File: src/rtl/core/vad_pkg.sv
`timescale 1ns / 1ps

package vad_pkg;

    localparam int COORD_W = 12;
    localparam int DATA_W  = 5;
    localparam int TAG_W   = 10;
    localparam int CFG_INDEX_W = 3;
    localparam int CFG_DATA_W  = 8;

    localparam logic [COORD_W-1:0] BEAM_Y_HOME = 12'd3033;
    localparam logic [COORD_W-1:0] BEAM_X_HOME = 12'd0;

    // Keep masks for the short address forms.
    localparam logic [COORD_W-1:0] KEEP_LOW_EXTRA = 12'h07F;
    localparam logic [COORD_W-1:0] KEEP_HIGH_EXTRA = 12'hF83;
    localparam logic [COORD_W-1:0] KEEP_HIGH = 12'hF80;
    localparam logic [COORD_W-1:0] KEEP_EXTRA = 12'h003;

    // Tag values of the address forms.
    localparam logic [TAG_W-1:0] TAG_FULL12      = 10'h1F6;
    localparam logic [TAG_W-1:0] TAG_FULL10      = 10'h076;
    localparam logic [TAG_W-1:0] TAG_HY_LX       = 10'h006;
    localparam logic [TAG_W-1:0] TAG_LY_LX       = 10'h00E;
    localparam logic [TAG_W-1:0] TAG_LY_HX_LX    = 10'h036;
    localparam logic [TAG_W-1:0] TAG_LX          = 10'h002;
    localparam logic [TAG_W-1:0] TAG_E_LY_LX     = 10'h03E;
    localparam logic [TAG_W-1:0] TAG_HY_LY_LX    = 10'h01E;
    localparam logic [TAG_W-1:0] TAG_E_LY_HX_LX  = 10'h0F6;
    localparam logic [TAG_W-1:0] TAG_HY_E_LY_LX  = 10'h07E;
    localparam logic [TAG_W-1:0] TAG_HY_HX_LX    = 10'h016;

    localparam logic [CFG_INDEX_W-1:0] CFG_DRAW_MODE    = 3'd0;
    localparam logic [CFG_INDEX_W-1:0] CFG_PEN_DOWN     = 3'd1;
    localparam logic [CFG_INDEX_W-1:0] CFG_LINE_STYLE   = 3'd2;
    localparam logic [CFG_INDEX_W-1:0] CFG_INTENSITY    = 3'd3;
    localparam logic [CFG_INDEX_W-1:0] CFG_DEFOCUS      = 3'd4;
    localparam logic [CFG_INDEX_W-1:0] CFG_WRITE_THRU   = 3'd5;
    localparam logic [CFG_INDEX_W-1:0] CFG_GLOW_NORMAL  = 3'd6;
    localparam logic [CFG_INDEX_W-1:0] CFG_GLOW_THRU    = 3'd7;

    localparam logic [2:0] STYLE_MAX = 3'd4;

    localparam logic [1:0] KIND_MOVE  = 2'd0;
    localparam logic [1:0] KIND_POINT = 2'd2;

    typedef enum logic [3:0] {
        FORM_STEP,
        FORM_FULL12,
        FORM_FULL10,
        FORM_HY_LX,
        FORM_LY_LX,
        FORM_LY_HX_LX,
        FORM_LX,
        FORM_E_LY_LX,
        FORM_HY_LY_LX,
        FORM_E_LY_HX_LX,
        FORM_HY_E_LY_LX,
        FORM_HY_HX_LX
    } form_t;

    typedef struct packed {
        form_t             form;
        logic [DATA_W-1:0] d4;
        logic [DATA_W-1:0] d3;
        logic [DATA_W-1:0] d2;
        logic [DATA_W-1:0] d1;
        logic [DATA_W-1:0] d0;
        logic [3:0]        dirs;
    } cmd_t;

    typedef struct packed {
        logic [1:0] draw_mode;
        logic       pen_down;
        logic [2:0] line_style;
        logic [6:0] point_intensity;
        logic       beam_defocus;
        logic       beam_write_through;
        logic [7:0] glow_normal;
        logic [7:0] glow_through;
    } cfg_t;

endpackage

File: src/rtl/core/vector_address_decoder_unit.sv
`timescale 1ns / 1ps
// An item that makes a record is first written into the command queue, and then popped
// into the back end's output register, which drives m_axis_tvalid and the record.
// Throughput: one item per cycle while m_axis_tready is high; the beam register update in the back end sets it.
// Input and output stall independently through a QUEUE_DEPTH-entry command queue.
// Reset (aresetn low, synchronous) homes the beam to y 3033, x 0, empties the queue
// and output register, and returns every configuration register to its default.
module vector_address_decoder_unit #(
    parameter int QUEUE_DEPTH = 2
) (
    input  logic        aclk,
    input  logic        aresetn,
    input  logic        s_axis_tvalid,
    output logic        s_axis_tready,
    // byte_count, addr_byte0..addr_byte4, step_dirs, zero pad
    input  logic [47:0] s_axis_tdata,
    // operation
    input  logic [0:0]  s_axis_tuser,
    output logic        m_axis_tvalid,
    input  logic        m_axis_tready,
    // pos_y, pos_x, glow, defocus_out, through_out, style_out, intensity_out, zero pad
    output logic [47:0] m_axis_tdata,
    // record_kind
    output logic [1:0]  m_axis_tuser,
    input  logic        cfg_valid,
    output logic        cfg_ready,
    input  logic [2:0]  cfg_index,
    input  logic [7:0]  cfg_data
);

    vad_pkg::cfg_t cfg_reg;
    vad_pkg::cmd_t front_cmd;
    vad_pkg::cmd_t head_cmd;
    logic          push;
    logic          pop;
    logic          q_not_empty;
    logic          q_not_full;
    logic [1:0]    record_kind;
    logic [11:0]   pos_y;
    logic [11:0]   pos_x;
    logic [7:0]    glow;
    logic          defocus_out;
    logic          through_out;
    logic [2:0]    style_out;
    logic [6:0]    intensity_out;

    assign cfg_ready     = 1'b1;
    assign s_axis_tready = q_not_full;

    always_ff @(posedge aclk) begin
        if (!aresetn) begin
            cfg_reg.draw_mode          <= 2'd0;
            cfg_reg.pen_down           <= 1'b0;
            cfg_reg.line_style         <= 3'd0;
            cfg_reg.point_intensity    <= 7'd127;
            cfg_reg.beam_defocus       <= 1'b0;
            cfg_reg.beam_write_through <= 1'b0;
            cfg_reg.glow_normal        <= 8'd1;
            cfg_reg.glow_through       <= 8'd5;
        end else if (cfg_valid && cfg_ready) begin
            unique case (cfg_index)
                vad_pkg::CFG_DRAW_MODE:    cfg_reg.draw_mode          <= cfg_data[1:0];
                vad_pkg::CFG_PEN_DOWN:     cfg_reg.pen_down           <= cfg_data[0];
                vad_pkg::CFG_LINE_STYLE:   cfg_reg.line_style         <= cfg_data[2:0];
                vad_pkg::CFG_INTENSITY:    cfg_reg.point_intensity    <= cfg_data[6:0];
                vad_pkg::CFG_DEFOCUS:      cfg_reg.beam_defocus       <= cfg_data[0];
                vad_pkg::CFG_WRITE_THRU:   cfg_reg.beam_write_through <= cfg_data[0];
                vad_pkg::CFG_GLOW_NORMAL:  cfg_reg.glow_normal        <= cfg_data;
                vad_pkg::CFG_GLOW_THRU:    cfg_reg.glow_through       <= cfg_data;
                default: ;
            endcase
        end
    end

    vad_front u_front (
        .in_valid   (s_axis_tvalid),
        .in_ready   (s_axis_tready),
        .operation  (s_axis_tuser[0]),
        .byte_count (s_axis_tdata[2:0]),
        .addr_byte0 (s_axis_tdata[9:3]),
        .addr_byte1 (s_axis_tdata[16:10]),
        .addr_byte2 (s_axis_tdata[23:17]),
        .addr_byte3 (s_axis_tdata[30:24]),
        .addr_byte4 (s_axis_tdata[37:31]),
        .step_dirs  (s_axis_tdata[41:38]),
        .push       (push),
        .cmd        (front_cmd)
    );

    vad_queue #(
        .DEPTH (QUEUE_DEPTH)
    ) u_queue (
        .aclk      (aclk),
        .aresetn   (aresetn),
        .push      (push),
        .push_cmd  (front_cmd),
        .pop       (pop),
        .not_empty (q_not_empty),
        .not_full  (q_not_full),
        .head_cmd  (head_cmd)
    );

    vad_back u_back (
        .aclk          (aclk),
        .aresetn       (aresetn),
        .cfg           (cfg_reg),
        .cmd_valid     (q_not_empty),
        .cmd           (head_cmd),
        .cmd_pop       (pop),
        .out_valid     (m_axis_tvalid),
        .out_ready     (m_axis_tready),
        .record_kind   (record_kind),
        .pos_y         (pos_y),
        .pos_x         (pos_x),
        .glow          (glow),
        .defocus_out   (defocus_out),
        .through_out   (through_out),
        .style_out     (style_out),
        .intensity_out (intensity_out)
    );

    assign m_axis_tuser = record_kind;
    assign m_axis_tdata = {4'b0, intensity_out, style_out, through_out, defocus_out,
                           glow, pos_x, pos_y};

endmodule

File: src/rtl/core/vad_front.sv
`timescale 1ns / 1ps

module vad_front (
    input  logic              in_valid,
    input  logic              in_ready,
    input  logic              operation,
    input  logic [2:0]        byte_count,
    input  logic [6:0]        addr_byte0,
    input  logic [6:0]        addr_byte1,
    input  logic [6:0]        addr_byte2,
    input  logic [6:0]        addr_byte3,
    input  logic [6:0]        addr_byte4,
    input  logic [3:0]        step_dirs,
    output logic              push,
    output vad_pkg::cmd_t     cmd
);

    logic [vad_pkg::TAG_W-1:0] tag;
    logic                      count_ok;
    logic                      form_ok;
    vad_pkg::form_t            form;

    // The tag gathers bits 6:5 of the valid bytes, first byte in the highest pair.
    always_comb begin
        count_ok = 1'b1;
        tag      = '0;
        case (byte_count)
            3'd1: tag = {8'b0, addr_byte0[6:5]};
            3'd2: tag = {6'b0, addr_byte0[6:5], addr_byte1[6:5]};
            3'd3: tag = {4'b0, addr_byte0[6:5], addr_byte1[6:5], addr_byte2[6:5]};
            3'd4: tag = {2'b0, addr_byte0[6:5], addr_byte1[6:5], addr_byte2[6:5],
                         addr_byte3[6:5]};
            3'd5: tag = {addr_byte0[6:5], addr_byte1[6:5], addr_byte2[6:5],
                         addr_byte3[6:5], addr_byte4[6:5]};
            default: count_ok = 1'b0;
        endcase
    end

    always_comb begin
        form_ok = 1'b1;
        form    = vad_pkg::FORM_STEP;
        unique case (tag)
            vad_pkg::TAG_FULL12:     form = vad_pkg::FORM_FULL12;
            vad_pkg::TAG_FULL10:     form = vad_pkg::FORM_FULL10;
            vad_pkg::TAG_HY_LX:      form = vad_pkg::FORM_HY_LX;
            vad_pkg::TAG_LY_LX:      form = vad_pkg::FORM_LY_LX;
            vad_pkg::TAG_LY_HX_LX:   form = vad_pkg::FORM_LY_HX_LX;
            vad_pkg::TAG_LX:         form = vad_pkg::FORM_LX;
            vad_pkg::TAG_E_LY_LX:    form = vad_pkg::FORM_E_LY_LX;
            vad_pkg::TAG_HY_LY_LX:   form = vad_pkg::FORM_HY_LY_LX;
            vad_pkg::TAG_E_LY_HX_LX: form = vad_pkg::FORM_E_LY_HX_LX;
            vad_pkg::TAG_HY_E_LY_LX: form = vad_pkg::FORM_HY_E_LY_LX;
            vad_pkg::TAG_HY_HX_LX:   form = vad_pkg::FORM_HY_HX_LX;
            default:                 form_ok = 1'b0;
        endcase
    end

    // Address items with a bad count or unknown tag are consumed without a record.
    assign push = in_valid && in_ready && (operation || (count_ok && form_ok));

    always_comb begin
        cmd.form = operation ? vad_pkg::FORM_STEP : form;
        cmd.d0   = addr_byte0[4:0];
        cmd.d1   = addr_byte1[4:0];
        cmd.d2   = addr_byte2[4:0];
        cmd.d3   = addr_byte3[4:0];
        cmd.d4   = addr_byte4[4:0];
        cmd.dirs = step_dirs;
    end

endmodule

File: src/rtl/core/vad_queue.sv
`timescale 1ns / 1ps

module vad_queue #(
    parameter int DEPTH = 2
) (
    input  logic          aclk,
    input  logic          aresetn,
    input  logic          push,
    input  vad_pkg::cmd_t push_cmd,
    input  logic          pop,
    output logic          not_empty,
    output logic          not_full,
    output vad_pkg::cmd_t head_cmd
);

    localparam int PTR_W = (DEPTH > 1) ? $clog2(DEPTH) : 1;
    localparam int CNT_W = $clog2(DEPTH + 1);
    localparam logic [PTR_W-1:0] LAST_PTR = PTR_W'(DEPTH - 1);
    localparam logic [CNT_W-1:0] FULL_CNT = CNT_W'(DEPTH);

    vad_pkg::cmd_t    store_reg [DEPTH];
    logic [PTR_W-1:0] wr_ptr_reg, wr_ptr_next;
    logic [PTR_W-1:0] rd_ptr_reg, rd_ptr_next;
    logic [CNT_W-1:0] count_reg, count_next;

    assign not_empty = (count_reg != '0);
    assign not_full  = (count_reg != FULL_CNT);
    assign head_cmd  = store_reg[rd_ptr_reg];

    always_comb begin
        wr_ptr_next = wr_ptr_reg;
        rd_ptr_next = rd_ptr_reg;
        count_next  = count_reg;
        if (push) begin
            wr_ptr_next = (wr_ptr_reg == LAST_PTR) ? '0 : wr_ptr_reg + 1'b1;
        end
        if (pop) begin
            rd_ptr_next = (rd_ptr_reg == LAST_PTR) ? '0 : rd_ptr_reg + 1'b1;
        end
        if (push && !pop) begin
            count_next = count_reg + 1'b1;
        end else if (pop && !push) begin
            count_next = count_reg - 1'b1;
        end
    end

    always_ff @(posedge aclk) begin
        if (!aresetn) begin
            wr_ptr_reg <= '0;
            rd_ptr_reg <= '0;
            count_reg  <= '0;
        end else begin
            wr_ptr_reg <= wr_ptr_next;
            rd_ptr_reg <= rd_ptr_next;
            count_reg  <= count_next;
        end
    end

    always_ff @(posedge aclk) begin
        if (push) begin
            store_reg[wr_ptr_reg] <= push_cmd;
        end
    end

endmodule

File: src/rtl/core/vad_back.sv
`timescale 1ns / 1ps

module vad_back (
    input  logic          aclk,
    input  logic          aresetn,
    input  vad_pkg::cfg_t cfg,
    input  logic          cmd_valid,
    input  vad_pkg::cmd_t cmd,
    output logic          cmd_pop,
    output logic          out_valid,
    input  logic          out_ready,
    output logic [1:0]    record_kind,
    output logic [11:0]   pos_y,
    output logic [11:0]   pos_x,
    output logic [7:0]    glow,
    output logic          defocus_out,
    output logic          through_out,
    output logic [2:0]    style_out,
    output logic [6:0]    intensity_out
);

    localparam int CW = vad_pkg::COORD_W;

    logic [CW-1:0] beam_y_reg, beam_y_next;
    logic [CW-1:0] beam_x_reg, beam_x_next;
    logic          out_valid_reg;
    logic [1:0]    kind_reg, kind_next;
    logic [7:0]    glow_reg;
    logic          defocus_reg;
    logic          through_reg;
    logic [2:0]    style_reg, style_next;
    logic [6:0]    inten_reg, inten_next;
    logic [CW-1:0] pos_y_reg;
    logic [CW-1:0] pos_x_reg;

    // Coordinate pieces: high bits 11:7, low bits 6:2, extra bits from an extra byte.
    function automatic logic [CW-1:0] hi_bits(input logic [4:0] d);
        hi_bits = {d, 7'b0};
    endfunction

    function automatic logic [CW-1:0] lo_bits(input logic [4:0] d);
        lo_bits = {5'b0, d, 2'b0};
    endfunction

    function automatic logic [CW-1:0] extra_y(input logic [4:0] d);
        extra_y = {9'b0, d[4:2]};
    endfunction

    function automatic logic [CW-1:0] extra_x(input logic [4:0] d);
        extra_x = {10'b0, d[1:0]};
    endfunction

    assign cmd_pop = cmd_valid && (!out_valid_reg || out_ready);

    always_comb begin
        beam_y_next = beam_y_reg;
        beam_x_next = beam_x_reg;
        unique case (cmd.form)
            vad_pkg::FORM_STEP: begin
                beam_y_next = beam_y_reg - {11'b0, cmd.dirs[3]} + {11'b0, cmd.dirs[2]};
                beam_x_next = beam_x_reg - {11'b0, cmd.dirs[1]} + {11'b0, cmd.dirs[0]};
            end
            vad_pkg::FORM_FULL12: begin
                beam_y_next = hi_bits(cmd.d0) | lo_bits(cmd.d2) | extra_y(cmd.d1);
                beam_x_next = hi_bits(cmd.d3) | lo_bits(cmd.d4) | extra_x(cmd.d1);
            end
            vad_pkg::FORM_FULL10: begin
                beam_y_next = hi_bits(cmd.d0) | lo_bits(cmd.d1);
                beam_x_next = hi_bits(cmd.d2) | lo_bits(cmd.d3);
            end
            vad_pkg::FORM_HY_LX: begin
                beam_y_next = (beam_y_reg & vad_pkg::KEEP_LOW_EXTRA) | hi_bits(cmd.d0);
                beam_x_next = (beam_x_reg & vad_pkg::KEEP_HIGH_EXTRA) | lo_bits(cmd.d1);
            end
            vad_pkg::FORM_LY_LX: begin
                beam_y_next = (beam_y_reg & vad_pkg::KEEP_HIGH_EXTRA) | lo_bits(cmd.d0);
                beam_x_next = (beam_x_reg & vad_pkg::KEEP_HIGH_EXTRA) | lo_bits(cmd.d1);
            end
            vad_pkg::FORM_LY_HX_LX: begin
                beam_y_next = (beam_y_reg & vad_pkg::KEEP_HIGH_EXTRA) | lo_bits(cmd.d0);
                beam_x_next = (beam_x_reg & vad_pkg::KEEP_EXTRA) | hi_bits(cmd.d1)
                              | lo_bits(cmd.d2);
            end
            vad_pkg::FORM_LX: begin
                beam_x_next = (beam_x_reg & vad_pkg::KEEP_HIGH_EXTRA) | lo_bits(cmd.d0);
            end
            vad_pkg::FORM_E_LY_LX: begin
                beam_y_next = (beam_y_reg & vad_pkg::KEEP_HIGH) | lo_bits(cmd.d1)
                              | extra_y(cmd.d0);
                beam_x_next = (beam_x_reg & vad_pkg::KEEP_HIGH) | lo_bits(cmd.d2)
                              | extra_x(cmd.d0);
            end
            vad_pkg::FORM_HY_LY_LX: begin
                beam_y_next = (beam_y_reg & vad_pkg::KEEP_EXTRA) | hi_bits(cmd.d0)
                              | lo_bits(cmd.d1);
                beam_x_next = (beam_x_reg & vad_pkg::KEEP_HIGH_EXTRA) | lo_bits(cmd.d2);
            end
            vad_pkg::FORM_E_LY_HX_LX: begin
                beam_y_next = (beam_y_reg & vad_pkg::KEEP_HIGH) | lo_bits(cmd.d1)
                              | extra_y(cmd.d0);
                beam_x_next = hi_bits(cmd.d2) | lo_bits(cmd.d3) | extra_x(cmd.d0);
            end
            vad_pkg::FORM_HY_E_LY_LX: begin
                beam_y_next = hi_bits(cmd.d0) | lo_bits(cmd.d2) | extra_y(cmd.d1);
                beam_x_next = (beam_x_reg & vad_pkg::KEEP_HIGH) | lo_bits(cmd.d3)
                              | extra_x(cmd.d1);
            end
            vad_pkg::FORM_HY_HX_LX: begin
                beam_y_next = (beam_y_reg & vad_pkg::KEEP_LOW_EXTRA) | hi_bits(cmd.d0);
                beam_x_next = (beam_x_reg & vad_pkg::KEEP_EXTRA) | hi_bits(cmd.d1)
                              | lo_bits(cmd.d2);
            end
            default: begin
                beam_y_next = beam_y_reg;
                beam_x_next = beam_x_reg;
            end
        endcase
    end

    always_comb begin
        if (cmd.form == vad_pkg::FORM_STEP) begin
            kind_next  = cfg.pen_down ? vad_pkg::KIND_POINT : vad_pkg::KIND_MOVE;
            style_next = '0;
            inten_next = cfg.pen_down ? cfg.point_intensity : '0;
        end else begin
            kind_next  = cfg.draw_mode;
            style_next = (cfg.line_style > vad_pkg::STYLE_MAX) ? '0 : cfg.line_style;
            inten_next = cfg.point_intensity;
        end
    end

    always_ff @(posedge aclk) begin
        if (!aresetn) begin
            beam_y_reg    <= vad_pkg::BEAM_Y_HOME;
            beam_x_reg    <= vad_pkg::BEAM_X_HOME;
            out_valid_reg <= 1'b0;
        end else begin
            if (cmd_pop) begin
                beam_y_reg    <= beam_y_next;
                beam_x_reg    <= beam_x_next;
                out_valid_reg <= 1'b1;
            end else if (out_ready) begin
                out_valid_reg <= 1'b0;
            end
        end
    end

    always_ff @(posedge aclk) begin
        if (cmd_pop) begin
            kind_reg    <= kind_next;
            pos_y_reg   <= beam_y_next;
            pos_x_reg   <= beam_x_next;
            glow_reg    <= cfg.beam_write_through ? cfg.glow_through : cfg.glow_normal;
            defocus_reg <= cfg.beam_defocus;
            through_reg <= cfg.beam_write_through;
            style_reg   <= style_next;
            inten_reg   <= inten_next;
        end
    end

    assign out_valid     = out_valid_reg;
    assign record_kind   = kind_reg;
    assign pos_y         = pos_y_reg;
    assign pos_x         = pos_x_reg;
    assign glow          = glow_reg;
    assign defocus_out   = defocus_reg;
    assign through_out   = through_reg;
    assign style_out     = style_reg;
    assign intensity_out = inten_reg;

endmodule
File: config.mk
export PLATFORM = sky130hd
export DESIGN_NAME = vector_address_decoder_unit
export DESIGN_NICKNAME = d
export VERILOG_FILES = /design/src/rtl/core/vad_pkg.sv /design/src/rtl/core/vector_address_decoder_unit.sv /design/src/rtl/core/vad_front.sv /design/src/rtl/core/vad_queue.sv /design/src/rtl/core/vad_back.sv
export SDC_FILE = /design/constraint.sdc
export NUM_CORES = 1
export LEC_CHECK = 0
export ABC_AREA = 1
export ABC_CLOCK_PERIOD_IN_PS = 7600
export BUFFER_PORTS_ARGS = -buffer_cell sky130_fd_sc_hd__buf_2
export CAP_MARGIN = 15
export CELL_PAD_IN_SITES_DETAIL_PLACEMENT = 0
export CELL_PAD_IN_SITES_GLOBAL_PLACEMENT = 1
export CORE_MARGIN = 10
export CORE_UTILIZATION = 30
export CTS_CLUSTER_SIZE = 20
export DETAILED_ROUTE_END_ITERATION = 16
export HOLD_SLACK_MARGIN = 0.12
export PLACE_DENSITY_LB_ADDON = 0.1
export SYNTH_ARGS = -nofsm -noshare
export SYNTH_HDL_FRONTEND = slang
export SYNTH_SLANG_ARGS = --single-unit
File: constraint.sdc
create_clock -name aclk -period 7.6 [get_ports aclk]
set_input_delay 1.52 -clock aclk [delete_from_list [all_inputs] [get_ports aclk]]
set_output_delay 1.52 -clock aclk [all_outputs]
set_load 0.02 [all_outputs]
After elaboration in Yosys (flattened, before gate mapping)
Memory sizes are Yosys's and may differ from the RTL's. A register that Yosys moved wholly into a read port is not among the register bits.
Index checks and enable logic that the tools add are counted.
{"block": "word_totals", "regBits": 106, "latch_bits": 0, "ramBits": 66, "rom_bits": 0, "in_bits": 65, "out_inout_bits": 53, "elab_cells": 144, "mem_count": 1}
{"block": "op_classes", "add_sub_neg": 8, "n_mul": 0, "div": 0, "n_lt_le_gt_ge": 1, "eq_ne": 35, "shift": 0, "muxes": 22, "n_bitwise": 22, "reduce_logical": 33}
{"memory": "u_queue.store_reg", "words": 2, "word_bits": 33, "read_ports": 1, "rd_clocked_by_memory_dff": 1, "wr": 1, "line": "vad_queue.sv:21", "source": "vad_pkg::cmd_t store_reg [DEPTH];"}
{"cell": "bitwise OR 12 x 7 -> 12 bit", "n": 13}
{"cell": "one-hot mux 12 bit (10 select lines)", "n": 1}
{"cell": "one-hot mux 12 bit (7 select lines)", "n": 1}
{"cell": "one-hot mux 10 bit (5 select lines)", "n": 1}
{"cell": "bitwise OR 12 x 2 -> 12 bit", "n": 4}
{"cell": "one-hot mux 4 bit (11 select lines)", "n": 1}
{"cell": "adder 12 x 1 -> 12 bit", "n": 2}
{"cell": "bitwise OR 12 x 3 -> 12 bit", "n": 2}
{"cell": "bitwise OR 2 x 12 -> 12 bit", "n": 2}
{"cell": "subtractor 12 x 1 -> 12 bit", "n": 2}
{"cell": "== test 10 x 5 -> 1 bit (second input constant)", "n": 2}
{"cell": "== test 10 x 6 -> 1 bit (second input constant)", "n": 2}
{"cell": "== test 10 x 7 -> 1 bit (second input constant)", "n": 2}
{"cell": "== test 3 bit (second input constant)", "n": 6}
{"cell": "== test 4 x 3 -> 1 bit (second input constant)", "n": 4}
{"cell": "== test 4 bit (second input constant)", "n": 4}
{"cell": "AND reduction 2 bit", "n": 8}
{"cell": "two-way mux 7 bit", "n": 2}
{"cell": "OR reduction 2 bit", "n": 7}
{"cell": "== test 3 x 2 -> 1 bit (second input constant)", "n": 4}
{"cell": "bitwise OR 7 x 12 -> 12 bit", "n": 1}
{"cell": "OR reduction 11 bit", "n": 1}
{"cell": "== test 10 x 2 -> 1 bit (second input constant)", "n": 1}
{"cell": "== test 10 x 3 -> 1 bit (second input constant)", "n": 1}
{"cell": "22 further kinds", "n": 47}

Logic depth before layout (Yosys ltp)
Gate-level depths: netlist of run 1.
{"block": "depth", "ltp_word": 12, "depth_mapped": 24}

By module
A second synthesis of run 1 with hierarchy kept.
{"block": "hier_totals", "hier_cells": 1190, "hier_area_um2": 9980.8}
{"module": "vad_back", "instances": 1, "cells_per_inst": 695, "area_per_inst_um2": 4908.5, "seq_area_each_um2": 1881.8}
{"module": "vad_queue", "instances": 1, "cells_per_inst": 138, "area_per_inst_um2": 2765.2, "seq_area_each_um2": 2082.0}
{"module": "vector_address_decoder_unit", "instances": 1, "cells_per_inst": 188, "area_per_inst_um2": 1303.8, "seq_area_each_um2": 620.6}
{"module": "vad_front", "instances": 1, "cells_per_inst": 169, "area_per_inst_um2": 1003.5, "seq_area_each_um2": 0.0}

Worst setup path before layout of run 1
Ideal clock, no wire load.
{"block": "synth_path", "kind": "input-to-reg", "from": "input s_axis_tdata[0]", "to": "memory u_queue.store_reg[0][0] in the netlist's numbering, enable pin", "setup_time_ps": 423, "arrival_time_ps": 4249, "required_ps": 7177, "slack_ps": 2928, "stages": 12, "path_buffers": 2, "cell_sequence": "buf_2 > buf_2 > nand4_1 > nand3_1 > nor2_1 > nor2_2 > nand3_1 > nand3_1 > nor2_1 > nand3_1 > nand2_1 > nor2_1"}
{"block": "synth_between", "elab_chain_len": 10}
{"item": "from (decl)", "line": "vector_address_decoder_unit.sv:16", "source": "input logic [47:0] s_axis_tdata,"}
{"item": "== test 3 bit (tied with other cells)", "line": "vad_front.sv:27", "source": "case (byte_count)"}
{"item": "one-hot mux 10 bit (5 select lines)", "line": "vad_front.sv:27"}
{"item": "== test 10 x 9 -> 1 bit (tied with other cells)", "line": "vad_front.sv:42", "source": "unique case (tag)"}
{"item": "OR reduction 11 bit (no line)"}
{"item": "two-way mux 1 bit", "line": "vad_front.sv:42"}
{"item": "logical AND 1 bit *", "line": "vad_front.sv:59", "source": "assign push = in_valid && in_ready && (operation || (count_ok && form_ok));"}
{"item": "logical OR 1 bit *", "line": "vad_front.sv:59"}
{"item": "logical AND 1 bit *", "line": "vad_front.sv:59"}
{"item": "two-way mux 1 bit *", "line": "vad_queue.sv:60", "source": "if (push) begin"}
{"item": "two-way mux 1 bit (not written as such) *", "line": "vad_queue.sv:61", "source": "store_reg[wr_ptr_reg] <= push_cmd;"}
{"item": "to (decl)", "line": "vad_queue.sv:21"}
Every way passes the cells marked *; elsewhere a longest branch is shown, timed or not.

Final worst setup path of run 1
{"block": "layout_path", "from": "input m_axis_tready", "to": "register u_queue.count_reg[1]"}
{"block": "layout_between", "elab_chain_len": 5}
{"item": "from (decl)", "line": "vector_address_decoder_unit.sv:20", "source": "input logic m_axis_tready,"}
{"item": "logical OR 1 bit *", "line": "vad_back.sv:53", "source": "assign cmd_pop = cmd_valid && (!out_valid_reg || out_ready);"}
{"item": "logical AND 1 bit *", "line": "vad_back.sv:53"}
{"item": "logical NOT 1 bit", "line": "vad_queue.sv:40", "source": "if (push && !pop) begin"}
{"item": "logical AND 1 bit", "line": "vad_queue.sv:40"}
{"item": "two-way mux 2 bit or nonzero test 2 bit (tied branches)"}
{"item": "to (signal assigned)", "line": "vad_queue.sv:55", "source": "count_reg <= count_next;"}
{"item": "to (decl)", "line": "vad_queue.sv:24", "source": "logic [CNT_W-1:0] count_reg, count_next;"}
Marks and branches as above.
A chain may end at the register's enable or synchronous reset.

==> results of run 1 <==
where the power goes:
group / switching (mW) / total, mW / internal [mW]
logic: 1.56 / 2.27 / 0.708
registers: 0.101 / 1.41 / 1.31
clock network: 0.411 / 0.841 / 0.430
how the worst min path moves through the flow:
stage | startpoint | endpoint | slack, ns | depth (start not counted)
floorplan | cfg_reg[17]$_SDFFE_PN0P_ | u_back.defocus_out$_DFFE_PP_ | 0.40 | 0
global placement | cfg_reg[17]$_SDFFE_PN0P_ | u_back.defocus_out$_DFFE_PP_ | 0.42 | 0
detailed placement | cfg_reg[17]$_SDFFE_PN0P_ | u_back.defocus_out$_DFFE_PP_ | 0.42 | 0
CTS | cfg_reg[17]$_SDFFE_PN0P_ | u_back.defocus_out$_DFFE_PP_ | 0.44 | 0
global route | cfg_reg[17]$_SDFFE_PN0P_ | u_back.defocus_out$_DFFE_PP_ | 0.45 | 0
finish | cfg_reg[17]$_SDFFE_PN0P_ | u_back.defocus_out$_DFFE_PP_ | 0.44 | 0
layout make-up:
type,instances,area [µm²],area share (%)
flip-flops and latches,173,4584,42.95
clock buffers,17,425.4,3.986
well taps,396,495.5,4.642
clock inverters,15,131.4,1.231
multi-input cells,731,3884,36.39
repair buffers,111,568.0,5.322
inverters,155,584.3,5.475
cells in the final DEF (no fill, tap or decap), types with 5 or more instances in the layout:
cell type  instances
a21oi_1           78
buf_2            106
buf_4              5
clkbuf_16         17
conb_1             5
dfxtp_1           61
edfxtp_1         112
ha_1              25
inv_1            142
inv_2             11
nand2_1          223
nand2_2            8
nand2_4            6
nand3_1           72
nand4_1           18
nor2_1            99
nor2_2             8
nor2_4             5
o2111ai_1          7
o211ai_1          13
o21ai_0           82
o21ai_1            9
o221ai_1           5
o22ai_1            9
or2_2             10
stage by stage:
stage	cell area (µm²)	total power, mW	util (%)	hold WS, ns	worst slack (ns)
after floorplan	9240	3.075	-	0.4019	2.928
after global placement	10120	3.731	33.16	0.4153	3.222
after detailed placement	10120	3.726	33.16	0.4197	3.219
after CTS	10670	4.594	34.98	0.4384	3.685
after global routing	10670	4.925	34.98	0.4493	3.518
final	10670	4.516	34.98	0.4411	3.752
cell families after synthesis:
kind of cell / synth area share [%]
multiplexers: 0.1085
AND/OR/NAND/NOR: 22.17
adder cells (fa/ha/maj): 3.823
other: 0.08138
buffers and inverters: 8.514
flip-flops: 49.67
XOR/XNOR: 0.6643
AO/OA/AOI/OAI: 14.97
layer usage:
metal | share of wire, % | vias up
met1 | 50 | 3443
li1 | - | 3877
met5 | 0 | -
met4 | 0.97 | 0
met2 | 45 | 119
met3 | 3.8 | 17
critical path, stage by stage:
cell	delay, ns
buf_2	0.08
nor2_1	0.06
a21oi_4	0.65
clkinv_1	0.83
ha_1	0.58
a21oi_1	0.11
o21ai_0	0.11
o21ai_0	0.17
a21oi_1	0.05
==> impl_metrics.toml, run 1 <==
[floorplan]
die_h_um = 195.4
num_io_pins = 118
die_x_um = 195.4
rows = 64
core_area_um2 = 30510
die-area_um2 = 38180
start_util_pct = 30.25

[power]
irDropWorstVdd_uv = 175.2
power_density_nw_per_um2 = 423.1
p_leak_nw = 4.700

[synth]
synth-seq-cells = 173
yosys_warnings = 0
synth_common_cells = "223 x nand2_1, 142 x inv_1, 112 x edfxtp_1, 100 x nor2_1, 82 x o21ai_0"
synthArstFlopShare_pct = 0
synth_cells = 1093
avgSynthCellArea_um2 = 8.444
yosys.area.top_type_share_pct = 36.44
synth.distinct_cells = 49
syn-cell-area_um2 = 9229
yosysSeqAreaShare_pct = 49.67
ys.flop_type = "edfxtp_1"
synth.most_common_cell = "nand2_1"
synth_largest_area_cell = "edfxtp_1"
synth-edff-count = 112
yosys-top-cells-area = "edfxtp_1 36%, dfxtp_1 13%, nand2_1 9.1%, inv_1 5.8%, o21ai_0 4.4%"

[place]
place_inst = 1566
gp_congestion = 0.8699
dp_hpwl_um = 19160
io_buffers = 106

[min_path]
holdCritPathClass = "flip-flop to flip-flop"

[sta]
tns_ns = 0
setup_viol = 0
drv_slew = 0
hold_violations = 0
slew_headroom_pct = 36.16
rsz0062_at_grt = "no"
max_freq_ghz = 0.2599
fin_crit_ns = 3.848
timing.final.crit_share_pct = 50.63
tightest_slew_ns = 0.9566
finClkSkew_ns = 0.01124

[finish]
largest_reg_flops = 66
diodes = 0
n_fill_cell = 3261
final_cells = 1598
final_nets = 1281
syn2layout_area_growth_pct = 15.64
drive_gt1_share_pct = 16.72

[critical_path]
arrival_ns = 4.16
worstSetupPathType = "primary input to flip-flop"
start_kind = "primary input"
cp-endpoint = "u_queue.count_reg[1]$_SDFFE_PN0P_"
end_kind = "flip-flop"
r2r_slack_ns = 3.94
cp_max_fo = 24
cp-startpoint = "m_axis_tready"
reg2reg_depth = 18
cp.required_ns = 7.92
reg2reg_to = "u_back.pos_x[6]$_DFFE_PP_"

[global_route]
grt.met1_usage_pct = 18.31
grt_antenna_before_repair = 0
gr-usage-met3_pct = 2.706
grt_pass1_wl_um = 41000
busiest_layer = "met2"
grt-ovfl-total = 0
grt_max_degree = 61
grt_use_total_pct = 13.43
first_global_vias = 7323
use_met2_pct = 21.25

[clock_network]
cts-buffers-inserted = 17
htree_levels = 4
ctsHoldBuffers = 0
ctsLongestPathBuffers = 2
clk_pin_slew_worst_paths_ns = 0.07
cts_resized = 0
post-cts-setup-buffers = 0
cts_sinks = 173
cts_tree = "done"
clk_latency_ns = 0.44
clk_root_buffer_cell = "clkbuf_16"

[drt]
firstDrtPassIters = 4
drc = 0
antenna_left = 0
finalWirelength_um = 25900
vias = 7456
drtIter0Drc = 375
avgViaCountPerCell = 4.666
avgRoutedWirePerCell_um = 16.21

[run]
cap_violations = 0

[status]
status = "finished, final reports clean"
Note: power is estimated with default switching activity, not from simulation.
==> run 2, diff against run 1 <==
--- a/config.mk
+++ b/config.mk
@@ -6,7 +6,7 @@
 export NUM_CORES = 1
 export LEC_CHECK = 0
 export ABC_AREA = 1
-export ABC_CLOCK_PERIOD_IN_PS = 7600
+export ABC_CLOCK_PERIOD_IN_PS = 3600
 export BUFFER_PORTS_ARGS = -buffer_cell sky130_fd_sc_hd__buf_2
 export CAP_MARGIN = 15
 export CELL_PAD_IN_SITES_DETAIL_PLACEMENT = 0
==> constraint.sdc (replaced) <==
create_clock -name aclk -period 3.6 [get_ports aclk]
set_input_delay 0.72 -clock aclk [delete_from_list [all_inputs] [get_ports aclk]]
set_output_delay 0.72 -clock aclk [all_outputs]
set_load 0.02 [all_outputs]
==> run 2 against run 1 <==
  * Highest routed layer unchanged
  * Largest power group unchanged
  * Power rose by 120%
  * Via count grew 0.66%
  * Largest cell class unchanged
  * Non-clock buffer count up 7
  * Utilization grew 0.42 points
  * Worst hold slack got worse by 0.0013 ns
  * Critical path type is now flip-flop to flip-flop
  * Routed wire length increased by 0.40%
  * First-iteration DRC count grew 1.9%
  * Final area increased by 1.2%
==> impl_metrics.toml, run 2 (same netlist as run 1, synthesis figures left out) <==
[sta]
slew_headroom_pct = 35.40
tightest_slew_ns = 0.9690
timing.final.ws_setup_ns = 0.4353
tns_ns = 0
setup_viol = 0
fin_crit_ns = 3.165
max_freq_ghz = 0.3160
finClkSkew_ns = 0.01719
hold_violations = 0
drv_slew = 0
timing.final.crit_share_pct = 87.91
whs_ns = 0.4398
rsz0062_at_grt = "no"

[finish]
final_nets = 1288
n_fill_cell = 3251
final-seq-area_um2 = 4584
fin_area_um2 = 10800
drive_gt1_share_pct = 17.04
layout_common_cells = "223 x nand2_1, 142 x inv_1, 112 x edfxtp_1"
final_cells = 1605
syn2layout_area_growth_pct = 17.04
final_core_util_pct = 35.40
multi_input_area_um2 = 3884
diodes = 0
final_common_cell = "nand2_1"
largest_reg_flops = 66

[drt]
avgRoutedWirePerCell_um = 16.20
drc = 0
firstDrtPassIters = 4
finalWirelength_um = 26010
drtIter0Drc = 382
antenna_left = 0
vias = 7505
avgViaCountPerCell = 4.676

[critical_path]
critPathMaxStageDelay_ns = 0.54
crit_chain = "inv_4, buf_4, nand2_1, nand2_1, ha_1, inv_1, ha_1, fa_1, xnor2_1, o21ai_0, nand3b_1, a221oi_1, inv_1"
cp.required_ns = 3.78
path_buf_inv = 4
cp_slowest_cell = "dfxtp_1"
end_kind = "flip-flop"
critPathTopFamily = "adder cells"
reg2reg_to = "u_back.pos_y[2]$_DFFE_PP_"
r2r_slack_ns = 0.44
start_kind = "flip-flop"
arrival_ns = 3.34
reg2reg_depth = 13
worstSetupPathType = "flip-flop to flip-flop"
cp_max_fo = 14

[run]
cap_violations = 0

[power]
p_leak_nw = 4.770
irDropWorstVdd_uv = 448.6
power_density_nw_per_um2 = 904.5
power.total_mw = 9.770

[global_route]
grt_use_total_pct = 13.55
grt-ovfl-total = 0
grt_antenna_before_repair = 0
grt_max_degree = 83
first_global_vias = 7478
grt_pass1_wl_um = 41430

[place]
dp_hpwl_um = 19390
place_inst = 1573
io_buffers = 106
gp_congestion = 0.8479
post-place-ws_ns = 0.2649
place_area_um2 = 10190

[clock_network]
cts-buffers-inserted = 17
ctsHoldBuffers = 0
cts_sinks = 173
cts_resized = 0
cts_tree = "done"
clk_pin_slew_worst_paths_ns = 0.07
htree_levels = 4
clk_latency_ns = 0.45
post-cts-setup-buffers = 0
clk_root_buffer_cell = "clkbuf_16"
ctsLongestPathBuffers = 2

[floorplan]
core_area_um2 = 30510
start_util_pct = 30.25
rows = 64
die_x_um = 195.4
die_h_um = 195.4
num_io_pins = 118
die-area_um2 = 38180

[min_path]
holdCritStartpoint = "cfg_reg[17]$_SDFFE_PN0P_"
holdCritPathClass = "flip-flop to flip-flop"
hold_depth = 0
min_to = "u_back.defocus_out$_DFFE_PP_"

[status]
status = "finished, final reports clean"
==> run 2: final cells by class <==
| class | instances | share of cell area [%] |
|---|---|---|
| Clock buffer | 19 | 4.008 |
| Clock inverter | 13 | 1.622 |
| Timing Repair Buffer | 118 | 5.977 |
| Sequential cell | 173 | 42.44 |
| Inverter | 155 | 5.409 |
| Tap cell | 396 | 4.587 |
| Multi-Input combinational cell | 731 | 35.96 |
==> run 2: layer usage <==
| layer | part of all wire [%] | global-route usage (%) | routed length [µm] | vias up |
|---|---|---|---|---|
| li1 | - | - | - | 3898 |
| met1 | 51 | 18.77 | 13140 | 3465 |
| met2 | 45 | 21.07 | 11680 | 127 |
| met3 | 3.6 | 2.655 | 927 | 15 |
| met4 | 1.0 | 3.507 | 260 | 0 |
| met5 | 0 | 0 | 0 | - |
==> run 2: worst max-delay path by stage <==
stage | start | to | slack (ns) | depth (start not counted)
after CTS | flip-flop | u_back.pos_y[2]$_DFFE_PP_ | 0.42 | 13
after global placement | s_axis_tdata[0] | u_queue.count_reg[1]$_SDFFE_PN0P_ | 0.24 | 17
after global routing | flip-flop | u_back.beam_y_reg[8]$_SDFFE_PN1P_ | 0.09 | 18
final | flip-flop | u_back.pos_y[2]$_DFFE_PP_ | 0.44 | 13
after detailed placement | s_axis_tdata[0] | u_queue.count_reg[1]$_SDFFE_PN0P_ | 0.26 | 17
after floorplan | s_axis_tdata[0] | u_queue.store_reg[0][0]$_DFFE_PP_ | 0.27 | 12
==> run 2: power breakdown <==
part / internal, mW / switching [mW]
registers: 2.76 / 0.219
logic: 1.53 / 3.29
clock network: 1.11 / 0.854
